File: src/rtl/gpcei_pkg.sv
// Shared types and constants for the gated power curve energy integrator.
package gpcei_pkg;

  localparam int CurvePoints = 16;
  localparam int IdxW = $clog2(CurvePoints);
  localparam int Channels = 3;
  localparam logic [59:0] AccMax = {60{1'b1}};
  localparam logic [47:0] EnergyMax = {48{1'b1}};
  localparam logic [11:0] Div3600 = 12'd3600;
  // ceil(2^40 / 3600): exact quotient for any 28-bit dividend
  localparam logic [28:0] Recip3600 = 29'd305419897;

  typedef enum logic [1:0] {
    OP_LOAD   = 2'd0,
    OP_STATUS = 2'd1,
    OP_SAMPLE = 2'd2,
    OP_FINISH = 2'd3
  } op_t;

  localparam logic [2:0] REG_POINTS = 3'd0;
  localparam logic [2:0] REG_CHANS  = 3'd1;
  localparam logic [2:0] REG_C0_LO  = 3'd2;
  localparam logic [2:0] REG_C0_HI  = 3'd3;
  localparam logic [2:0] REG_C1_LO  = 3'd4;
  localparam logic [2:0] REG_C1_HI  = 3'd5;
  localparam logic [2:0] REG_C2_LO  = 3'd6;
  localparam logic [2:0] REG_C2_HI  = 3'd7;

  // controller -> datapath
  typedef struct packed {
    logic capture;      // latch input item
    logic search_init;  // start segment search from top
    logic search_step;  // test one breakpoint
    logic mul_go;       // delta*off product, start divider
    logic div_step;     // one divider step
    logic pwr_done;     // form power
    logic acc_mul;      // power * dt
    logic acc_add;      // update run state
    logic fin_init;     // start energy / 3600
    logic fin_load;     // load output register
  } cmd_t;

  // datapath -> controller
  typedef struct packed {
    logic search_hit;   // segment found or exhausted
    logic need_div;     // interpolation needs division
    logic div_last;     // final divider step
  } sts_t;

endpackage

File: src/rtl/gpcei_ctrl.sv
// Controller state machine for the energy integrator.
module gpcei_ctrl (
  input  logic              clk,
  input  logic              rst_n,
  input  logic              in_valid,
  input  logic [1:0]        in_operation,
  output logic              in_stall,
  input  logic              out_full,
  output gpcei_pkg::cmd_t   cmd,
  input  gpcei_pkg::sts_t   sts
);

  typedef enum logic [8:0] {
    S_IDLE   = 9'b000000001,
    S_SEARCH = 9'b000000010,
    S_MUL    = 9'b000000100,
    S_DIV    = 9'b000001000,
    S_PWR    = 9'b000010000,
    S_AMUL   = 9'b000100000,
    S_ACC    = 9'b001000000,
    S_FDIV   = 9'b010000000,
    S_FOUT   = 9'b100000000
  } state_t;

  state_t state_r, state_nxt;
  logic take;

  assign in_stall = (state_r != S_IDLE);
  assign take = in_valid && (state_r == S_IDLE);

  always_comb begin
    cmd = '0;
    state_nxt = state_r;
    case (state_r)
      S_IDLE: begin
        if (take) begin
          cmd.capture = 1'b1;
          if (in_operation == gpcei_pkg::OP_SAMPLE) begin
            cmd.search_init = 1'b1;
            state_nxt = S_SEARCH;
          end else if (in_operation == gpcei_pkg::OP_FINISH) begin
            cmd.fin_init = 1'b1;
            state_nxt = S_FDIV;
          end
        end
      end
      S_SEARCH: begin
        cmd.search_step = 1'b1;
        if (sts.search_hit) state_nxt = S_MUL;
      end
      S_MUL: begin
        if (sts.need_div) begin
          cmd.mul_go = 1'b1;
          state_nxt = S_DIV;
        end else begin
          state_nxt = S_PWR;
        end
      end
      S_DIV: begin
        cmd.div_step = 1'b1;
        if (sts.div_last) state_nxt = S_PWR;
      end
      S_PWR: begin
        cmd.pwr_done = 1'b1;
        state_nxt = S_AMUL;
      end
      S_AMUL: begin
        cmd.acc_mul = 1'b1;
        state_nxt = S_ACC;
      end
      S_ACC: begin
        cmd.acc_add = 1'b1;
        state_nxt = S_IDLE;
      end
      S_FDIV: begin
        cmd.div_step = 1'b1;
        if (sts.div_last) state_nxt = S_FOUT;
      end
      S_FOUT: begin
        if (!out_full) begin
          cmd.fin_load = 1'b1;
          state_nxt = S_IDLE;
        end
      end
      default: state_nxt = S_IDLE;
    endcase
  end

  always_ff @(posedge clk) begin
    if (!rst_n) state_r <= S_IDLE;
    else state_r <= state_nxt;
  end

endmodule

File: config.mk
export PLATFORM = sky130hd
export DESIGN_NAME = gpcei_ctrl
export DESIGN_NICKNAME = d
export VERILOG_FILES = /design/src/rtl/gpcei_pkg.sv /design/src/rtl/gpcei_ctrl.sv
export SDC_FILE = /design/constraint.sdc
export NUM_CORES = 1
export LEC_CHECK = 0
export BUFFER_PORTS_ARGS = -buffer_cell sky130_fd_sc_hd__buf_4
export CAP_MARGIN = 20
export CORE_MARGIN = 4
export CORE_UTILIZATION = 45
export DETAILED_ROUTE_END_ITERATION = 8
export GPL_ROUTABILITY_DRIVEN = 0
export HOLD_SLACK_MARGIN = 0.05
export PLACE_DENSITY = 0.72
export SYNTH_ARGS = -nofsm -noshare
export SYNTH_HDL_FRONTEND = slang
export SYNTH_SLANG_ARGS = --single-unit
File: constraint.sdc
create_clock -name clk -period 1.71 [get_ports clk]
set_input_delay 0.2565 -clock clk [delete_from_list [all_inputs] [get_ports clk]]
set_output_delay 0.2565 -clock clk [all_outputs]
set_load 0.01 [all_outputs]
==> results by group, run 1 <==
Worst setup path
  • Endpoint type of the worst setup path: primary output
  • Category of the worst setup path launch point: flip-flop
  • Required time of the critical path: 1450 ps
  • Crit path cell chain: nor2b_1, nand4_1, inv_1, and3_4, buf_6
  • R2r worst-path depth: 5
  • Worst setup path class: reg -> out
  • Critical path peak fanout: 6
  • Sum of buffers and inverters on the critical path: 2
  • Crit path from: state_r[0]$_SDFFE_PN1P_
  • Crit Reg-Reg Startpoint: state_r[0]$_SDFFE_PN1P_
  • WP depth: 5
  • Reg2Reg Setup Slack: -80 ps
  • Delay of the slowest critical-path stage: 480 ps
  • Master of the slowest instance on the critical path: dfxtp_1
  • Cell family with most CP delay: simple AND/OR/NAND/NOR gates
  • CP endpoint: cmd[1]
  • Reg-to-reg critical path endpoint: state_r[4]$_SDFFE_PN0P_
  • Endpoint arrival time on the critical path: 1590 ps

Floorplan
  • Die extent in y: 45.25 um
  • Starting utilization of the core area: 0.4798
  • Core region area: 1301 um2
  • Area of the die: 2048 um2
  • Die W: 45.25 um
  • Io pins: 20
  • Row Count: 13

Yosys
  • Async SR Flop Fraction: 0
  • Number of nets in the synthesized netlist: 87
  • Number of different library cells in the post-synthesis netlist: 35
  • Yosys warnings: 0
  • Post-synthesis cell count: 78
  • Syn_area_per_cell: 8.004 um2
  • Number of synthesized flops with an enable pin: 0
  • Post-synthesis sequential area ratio: 0.2886
  • Predominant post-synthesis flop cell: dfxtp_1
  • Synthesized cell area: 624.3 um2
  • Flip-flop and latch count after synthesis: 9

Run status
  • Failing checks: setup timing
  • Result of the run: finished, violations left

Global routing
  • Pin count of the biggest net entering global routing: 8
  • First-pass GRT wire length: 3367 um
  • Global-route usage over all layers: 0.2282
  • Total overflow reported by the global router: 0
  • Initial antenna violation count: 0
  • Vias in the first global route: 774

Routing
  • Vias after detailed routing: 815
  • Antenna violation net count after detailed routing: 0
  • Vias per Instance: 6.082
  • Number of design rule violations left after detail routing: 0
  • Average detailed-routed wire length per instance: 16.90 um
  • Post-Route WL: 2265 um
  • Initial detailed-routing violation count: 33
  • Detailed-router iteration count before antenna repair: 4

Power
  • Proportion of power drawn by flip-flops and latches: 0.326
  • Pwr Total: 0.0007510 W
  • Part of the total power dissipated in combinational logic: 0.446
  • Total power divided by cell area: 710.4 nW/um2
  • Pleak: 0.4742 nW
  • Psw: 0.0002663 W
  • Switching power as a share of total power: 0.3546
  • Worst-case vdd ir drop: 450.1 uV
  • Internal Pwr Total: 0.0004847 W
  • Clk pwr share: 0.228

Layout
  • Register with the highest flop count: state_r
  • Share of cells above drive strength 1: 0.5378
  • Number of flip-flops under the largest register name: 9
  • Number of nets at the end of the flow: 129
  • Final non-filler cell area: 1057 um2
  • Largest registers in the final layout: state_r: 9 flops
  • Syn-to-layout area delta: 69.34%
  • Number of antenna diodes: 0

Placed design
  • Number of buffer cells added on primary ports: 19
  • Placed Instance Area: 812.0 um2
  • HPWL reported at the end of detailed placement: 1296 um
  • Pre-CTS worst setup slack: 60.31 ps

Min path
  • Hold/Removal Path Class: in -> reg

Timing
  • Count of final max-slew check failures: 0
  • Setup skew after layout: 3.918 ps
  • Fmax: 542.3 MHz
  • Post-route worst setup slack: -134.2 ps
  • Period minus WS final: 1844 ps
  • Final-layout setup total negative slack: -611.2 ps
  • Worst max-slew margin expressed relative to the limit: 0.7555
  • Setup violations, final: 11
  • Slew at the pin closest to its max-slew limit: 362.9 ps
  • Worst hold slack after final layout: 258.3 ps
  • Final Hold Violating Endpoints: 0
  • Post-route clock period utilization: 1.078
  • Setup repair after global routing missed its margin: yes

Clock tree
  • CTS buffer count: 3
  • Clock Pin Slew Worst Setup and Hold Paths: 60 ps
  • Clk root buf: clkbuf_4
  • Total clock sinks: 9
  • Number of H-tree branching levels: 1
  • CTS tree: yes
  • Clock insertion delay at the later pin of the skew report: 270 ps
  • Buffers from clock root to sink, at most: 2

Job
  • Number of max-cap violations: 0
[synth_stat cells (all sizes together), types with 2 or more instances]
library cell  n  area, um2
nand2         8      30.03
and3          2      12.51
nand4         4      25.02
and2          4      25.02
nor3          3      20.02
inv           4      15.01
or2b          2      17.52
nor2          8      30.03
nor4b         3      26.28
dfxtp         9      180.2
nand3         3      15.01
o21ai         5      25.02
nor3b         3      22.52
[worst min-delay path by stage]
stage               startpoint                      end  slack (ps)  cells after the start
detailed placement       rst_n  state_r[7]$_SDFFE_PN0P_         520                      2
CTS                      rst_n  state_r[7]$_SDFFE_PN0P_         240                      2
global route            sts[2]  state_r[2]$_SDFFE_PN0P_         260                      2
global placement         rst_n  state_r[7]$_SDFFE_PN0P_         520                      2
finish                   rst_n  state_r[8]$_SDFFE_PN0P_         260                      2
floorplan                rst_n  state_r[7]$_SDFFE_PN0P_         370                      1
[repair_timing]
item | CTS | global route
hold buffers | 0 | 0
setup buffers | 7 | 7
hold endpoints to repair | 0 | 0
endpoints found under the setup margin | 9 | 14
gates resized for setup | 17 | 13
pin swaps | 6 | 10
[final cells by class]
| type | count | area, um2 |
|---|---|---|
| fill | 84 | 244.0 |
| tap | 15 | 18.77 |
| inverter | 4 | 15.01 |
| clock buffer | 4 | 26.28 |
| multi-input combinational | 64 | 506.7 |
| sequential | 9 | 190.2 |
| timing repair buffer | 38 | 300.3 |
[per-layer routing]
layer | part of all wire | up-vias | track usage
met3 | 0.090 | 11 | 0.03586
li1 | - | 377 | -
met1 | 0.37 | 373 | 0.2788
met5 | 0 | - | 0
met2 | 0.51 | 54 | 0.3898
met4 | 0.034 | 0 | 0.09942
[logic make-up after synthesis]
logic type / Yosys count / synth area share
xor+xnor: 1 / 0.01403
compound gates: 15 / 0.1764
buf+inv: 5 / 0.04208
simple gates: 48 / 0.4790
flops: 9 / 0.2886
[power by group through the flow]
stage | Combinational [W] | Clock, W | Sequential, W
final | 0.000335 | 0.000171 | 0.000245
after global routing | 0.000363 | 0.000178 | 0.000246
after CTS | 0.000288 | 0.000170 | 0.000245
after detailed placement | 0.000237 | 0 | 0.000245
after global placement | 0.000236 | 0 | 0.000245
after floorplan | 0.000150 | 0 | 0.000241
[cells in the final DEF (no fill, tap or decap), types with 2 or more instances in the layout]
| cell type | instances |
|---|---|
| and2_1 | 3 |
| nor2_1 | 5 |
| nand2_1 | 5 |
| nor2_4 | 2 |
| nand2_2 | 2 |
| inv_1 | 4 |
| nor3_2 | 2 |
| nor4b_4 | 2 |
| dfxtp_2 | 2 |
| nand4_1 | 4 |
| nor3b_1 | 2 |
| o21ai_0 | 3 |
| dfxtp_1 | 5 |
| or2b_2 | 2 |
| dfxtp_4 | 2 |
| clkbuf_4 | 3 |
| o21ai_1 | 2 |
| buf_4 | 34 |
| buf_6 | 4 |
| nand3_1 | 3 |
[through the flow]
| step | cells | util |
|---|---|---|
| after global routing | 134 | 0.8125 |
| after detailed placement | 116 | 0.6240 |
| after global placement | 116 | 0.6240 |
| after CTS | 127 | 0.7365 |
| final | 134 | 0.8125 |
| after floorplan | 78 | - |
No activity file was read; power rests on OpenSTA's default activity.
==> inputs of run 2 (changes only) <==
- CORE_UTILIZATION: 45 -> 48
- PLACE_DENSITY: 0.72 -> 0.76
- RECOVER_POWER: default -> 50
- SLEW_MARGIN: default -> 0
==> results by group, run 2 (same netlist as run 1, synthesis figures left out) <==
Routing
  • Vias after detailed routing: 750 (was 815)
  • Number of design rule violations left after detail routing: 0 (unchanged)
  • Detailed-router iteration count before antenna repair: 4 (unchanged)
  • Post-Route WL: 2032 um (was 2265 um)
  • Average detailed-routed wire length per instance: 15.88 um (was 16.90 um)
  • Antenna violation net count after detailed routing: 0 (unchanged)
  • Vias per Instance: 5.859 (was 6.082)
  • Initial detailed-routing violation count: 9 (was 33)

Floorplan
  • Row Count: 12 (was 13)
  • Die extent in y: 44.07 um (was 45.25 um)
  • Io pins: 20 (unchanged)
  • Area of the die: 1942 um2 (was 2048 um2)
  • Die W: 44.07 um (was 45.25 um)
  • Core region area: 1171 um2 (was 1301 um2)
  • Starting utilization of the core area: 0.5331 (was 0.4798)

Timing
  • Worst max-slew margin expressed relative to the limit: 0.7840 (was 0.7555)
  • Post-route clock period utilization: 1.081 (was 1.078)
  • Slew at the pin closest to its max-slew limit: 322.7 ps (was 362.9 ps)
  • Fmax: 540.8 MHz (was 542.3 MHz)
  • Count of final max-slew check failures: 0 (unchanged)
  • Post-route worst setup slack: -139.2 ps (was -134.2 ps)
  • Setup violations, final: 8 (was 11)
  • Period minus WS final: 1849 ps (was 1844 ps)
  • Setup skew after layout: 15.54 ps (was 3.918 ps)
  • Setup repair after global routing missed its margin: yes (unchanged)
  • Final Hold Violating Endpoints: 0 (unchanged)

Worst setup path
  • Endpoint arrival time on the critical path: 1590 ps (about the same)
  • Endpoint type of the worst setup path: primary output (unchanged)
  • Critical path peak fanout: 4 (was 6)
  • R2r worst-path depth: 9 (was 5)
  • Worst setup path class: reg -> out (unchanged)
  • Category of the worst setup path launch point: flip-flop (unchanged)
  • Required time of the critical path: 1450 ps (about the same)
  • Reg2Reg Setup Slack: 30 ps (was -80 ps)

Clock tree
  • Total clock sinks: 9 (unchanged)
  • Buffers from clock root to sink, at most: 2 (unchanged)
  • Clk root buf: clkbuf_4 (unchanged)
  • Clock Pin Slew Worst Setup and Hold Paths: 80 ps (was 60 ps)
  • Clock insertion delay at the later pin of the skew report: 280 ps (was 270 ps)
  • CTS tree: yes (unchanged)
  • Number of H-tree branching levels: 1 (unchanged)
  • CTS buffer count: 3 (unchanged)

Layout
  • Sequential cell area: 190.2 um2 (unchanged)
  • Number of antenna diodes: 0 (unchanged)
  • Number of nets at the end of the flow: 124 (was 129)
  • Largest registers in the final layout: state_r: 9 flops (unchanged)
  • Final non-filler cell area: 1013 um2 (was 1057 um2)
  • Syn-to-layout area delta: 62.32% (was 69.34%)
  • Filler Cell Count: 67 (was 84)
  • Multi-input combinational cell area: 504.2 um2 (was 506.7 um2)
  • Most common library cell in the layout ignoring fill and taps: buf_4 (unchanged)
  • Filler-free cell count of the finished design: 128 (was 134)
  • Number of flip-flops under the largest register name: 9 (unchanged)
  • Top library cells by usage in the layout, fill and taps aside: buf_4 (30), nor2_1 (6), nand2_1 (5), dfxtp_2 (5) (was buf_4 (34), nor2_1 (5), nand2_1 (5), dfxtp_1 (5))
  • Register with the highest flop count: state_r (unchanged)
  • Share of cells above drive strength 1: 0.5351 (was 0.5378)

Power
  • Total power divided by cell area: 730.5 nW/um2 (was 710.4 nW/um2)
  • Worst-case vdd ir drop: 578.2 uV (was 450.1 uV)
  • Part of the total power dissipated in combinational logic: 0.424 (was 0.446)
  • Switching power as a share of total power: 0.3647 (was 0.3546)
  • Clk pwr share: 0.242 (was 0.228)
  • Proportion of power drawn by flip-flops and latches: 0.333 (was 0.326)
  • Psw: 0.0002700 W (was 0.0002663 W)
  • Pleak: 0.4503 nW (was 0.4742 nW)
  • Internal Pwr Total: 0.0004703 W (was 0.0004847 W)

Global routing
  • First-pass GRT wire length: 2863 um (was 3367 um)
  • Global-route usage over all layers: 0.2017 (was 0.2282)
  • Total overflow reported by the global router: 0 (unchanged)
  • Vias in the first global route: 680 (was 774)
  • Pin count of the biggest net entering global routing: 8 (unchanged)
  • Initial antenna violation count: 0 (unchanged)

Run status
  • Result of the run: finished, violations left (unchanged)
  • Failing checks: setup timing (unchanged)

Placed design
  • Pre-CTS worst setup slack: 63.45 ps (was 60.31 ps)
  • HPWL reported at the end of detailed placement: 1300 um (was 1296 um)
  • Placed Instance Area: 810.8 um2 (was 812.0 um2)
  • Count of placed standard cells including taps: 115 (was 116)
  • Number of buffer cells added on primary ports: 19 (unchanged)

Min path
  • Number of stages on the worst hold path: 2 (unchanged)
  • Hold/Removal Path Class: in -> reg (unchanged)

Job
  • Number of max-cap violations: 0 (unchanged)
run 2: repair_timing:
action                                  CTS  global route
hold buffers                              0             0
setup buffers                             2             7
endpoints found under the setup margin    9            14
pin swaps                                 4             7
endpoints found under the hold margin     0             0
resized for setup                        12            17
run 2: layer usage:
layer | track usage | vias to the layer above | part of all wire
li1 | - | 367 | -
met4 | 0.1627 | 0 | 0.039
met2 | 0.3110 | 25 | 0.48
met5 | 0 | - | 0
met1 | 0.2323 | 349 | 0.42
met3 | 0.05285 | 9 | 0.063
run 2: cell type report:
cell class              instances  area share
clock buffers                   3     0.02222
clock inverters                 1    0.004938
inverters                       4     0.01481
multi-input cells              64      0.4975
flip-flops and latches          9      0.1877
well taps                      14     0.01728
repair buffers                 33      0.2556
run 2: critical path, stage by stage, from the launching register on:
cell and delay (ps):
dfxtp_2 350, nor4_4 290, buf_4 160, nand4_1 100, inv_1 110, and3_4 190
buf_6 100
run 2: stage by stage:
stage	utilization	setup TNS [ps]	hold WS [ps]	total power [W]
global route	0.8654	-1617	230.9	0.0007822
finish	0.8654	-636.8	221.6	0.0007403
floorplan	-	0	374.1	0.0003907
global placement	0.6923	0	511.6	0.0004768
detailed placement	0.6923	0	511.0	0.0004790
CTS	0.7692	-550.4	230.6	0.0006777
run 2: worst paths after layout:
path / start / to
setup / recovery: state_r[7]$_SDFFE_PN0P_ / cmd[1]
hold reg to reg: state_r[5]$_SDFFE_PN0P_ / state_r[5]$_SDFFE_PN0P_
setup reg to reg: state_r[7]$_SDFFE_PN0P_ / state_r[0]$_SDFFE_PN1P_
hold / removal: rst_n / state_r[7]$_SDFFE_PN0P_
run 2: power by group through the flow:
stage	clock [W]	sequential [W]	combinational [W]
2_1_floorplan	0	0.000241	0.000150
3_3_place_gp	0	0.000245	0.000232
3_5_place_dp	0	0.000245	0.000234
4_1_cts	0.000171	0.000242	0.000265
5_1_grt	0.000193	0.000248	0.000341
6_report	0.000179	0.000247	0.000314
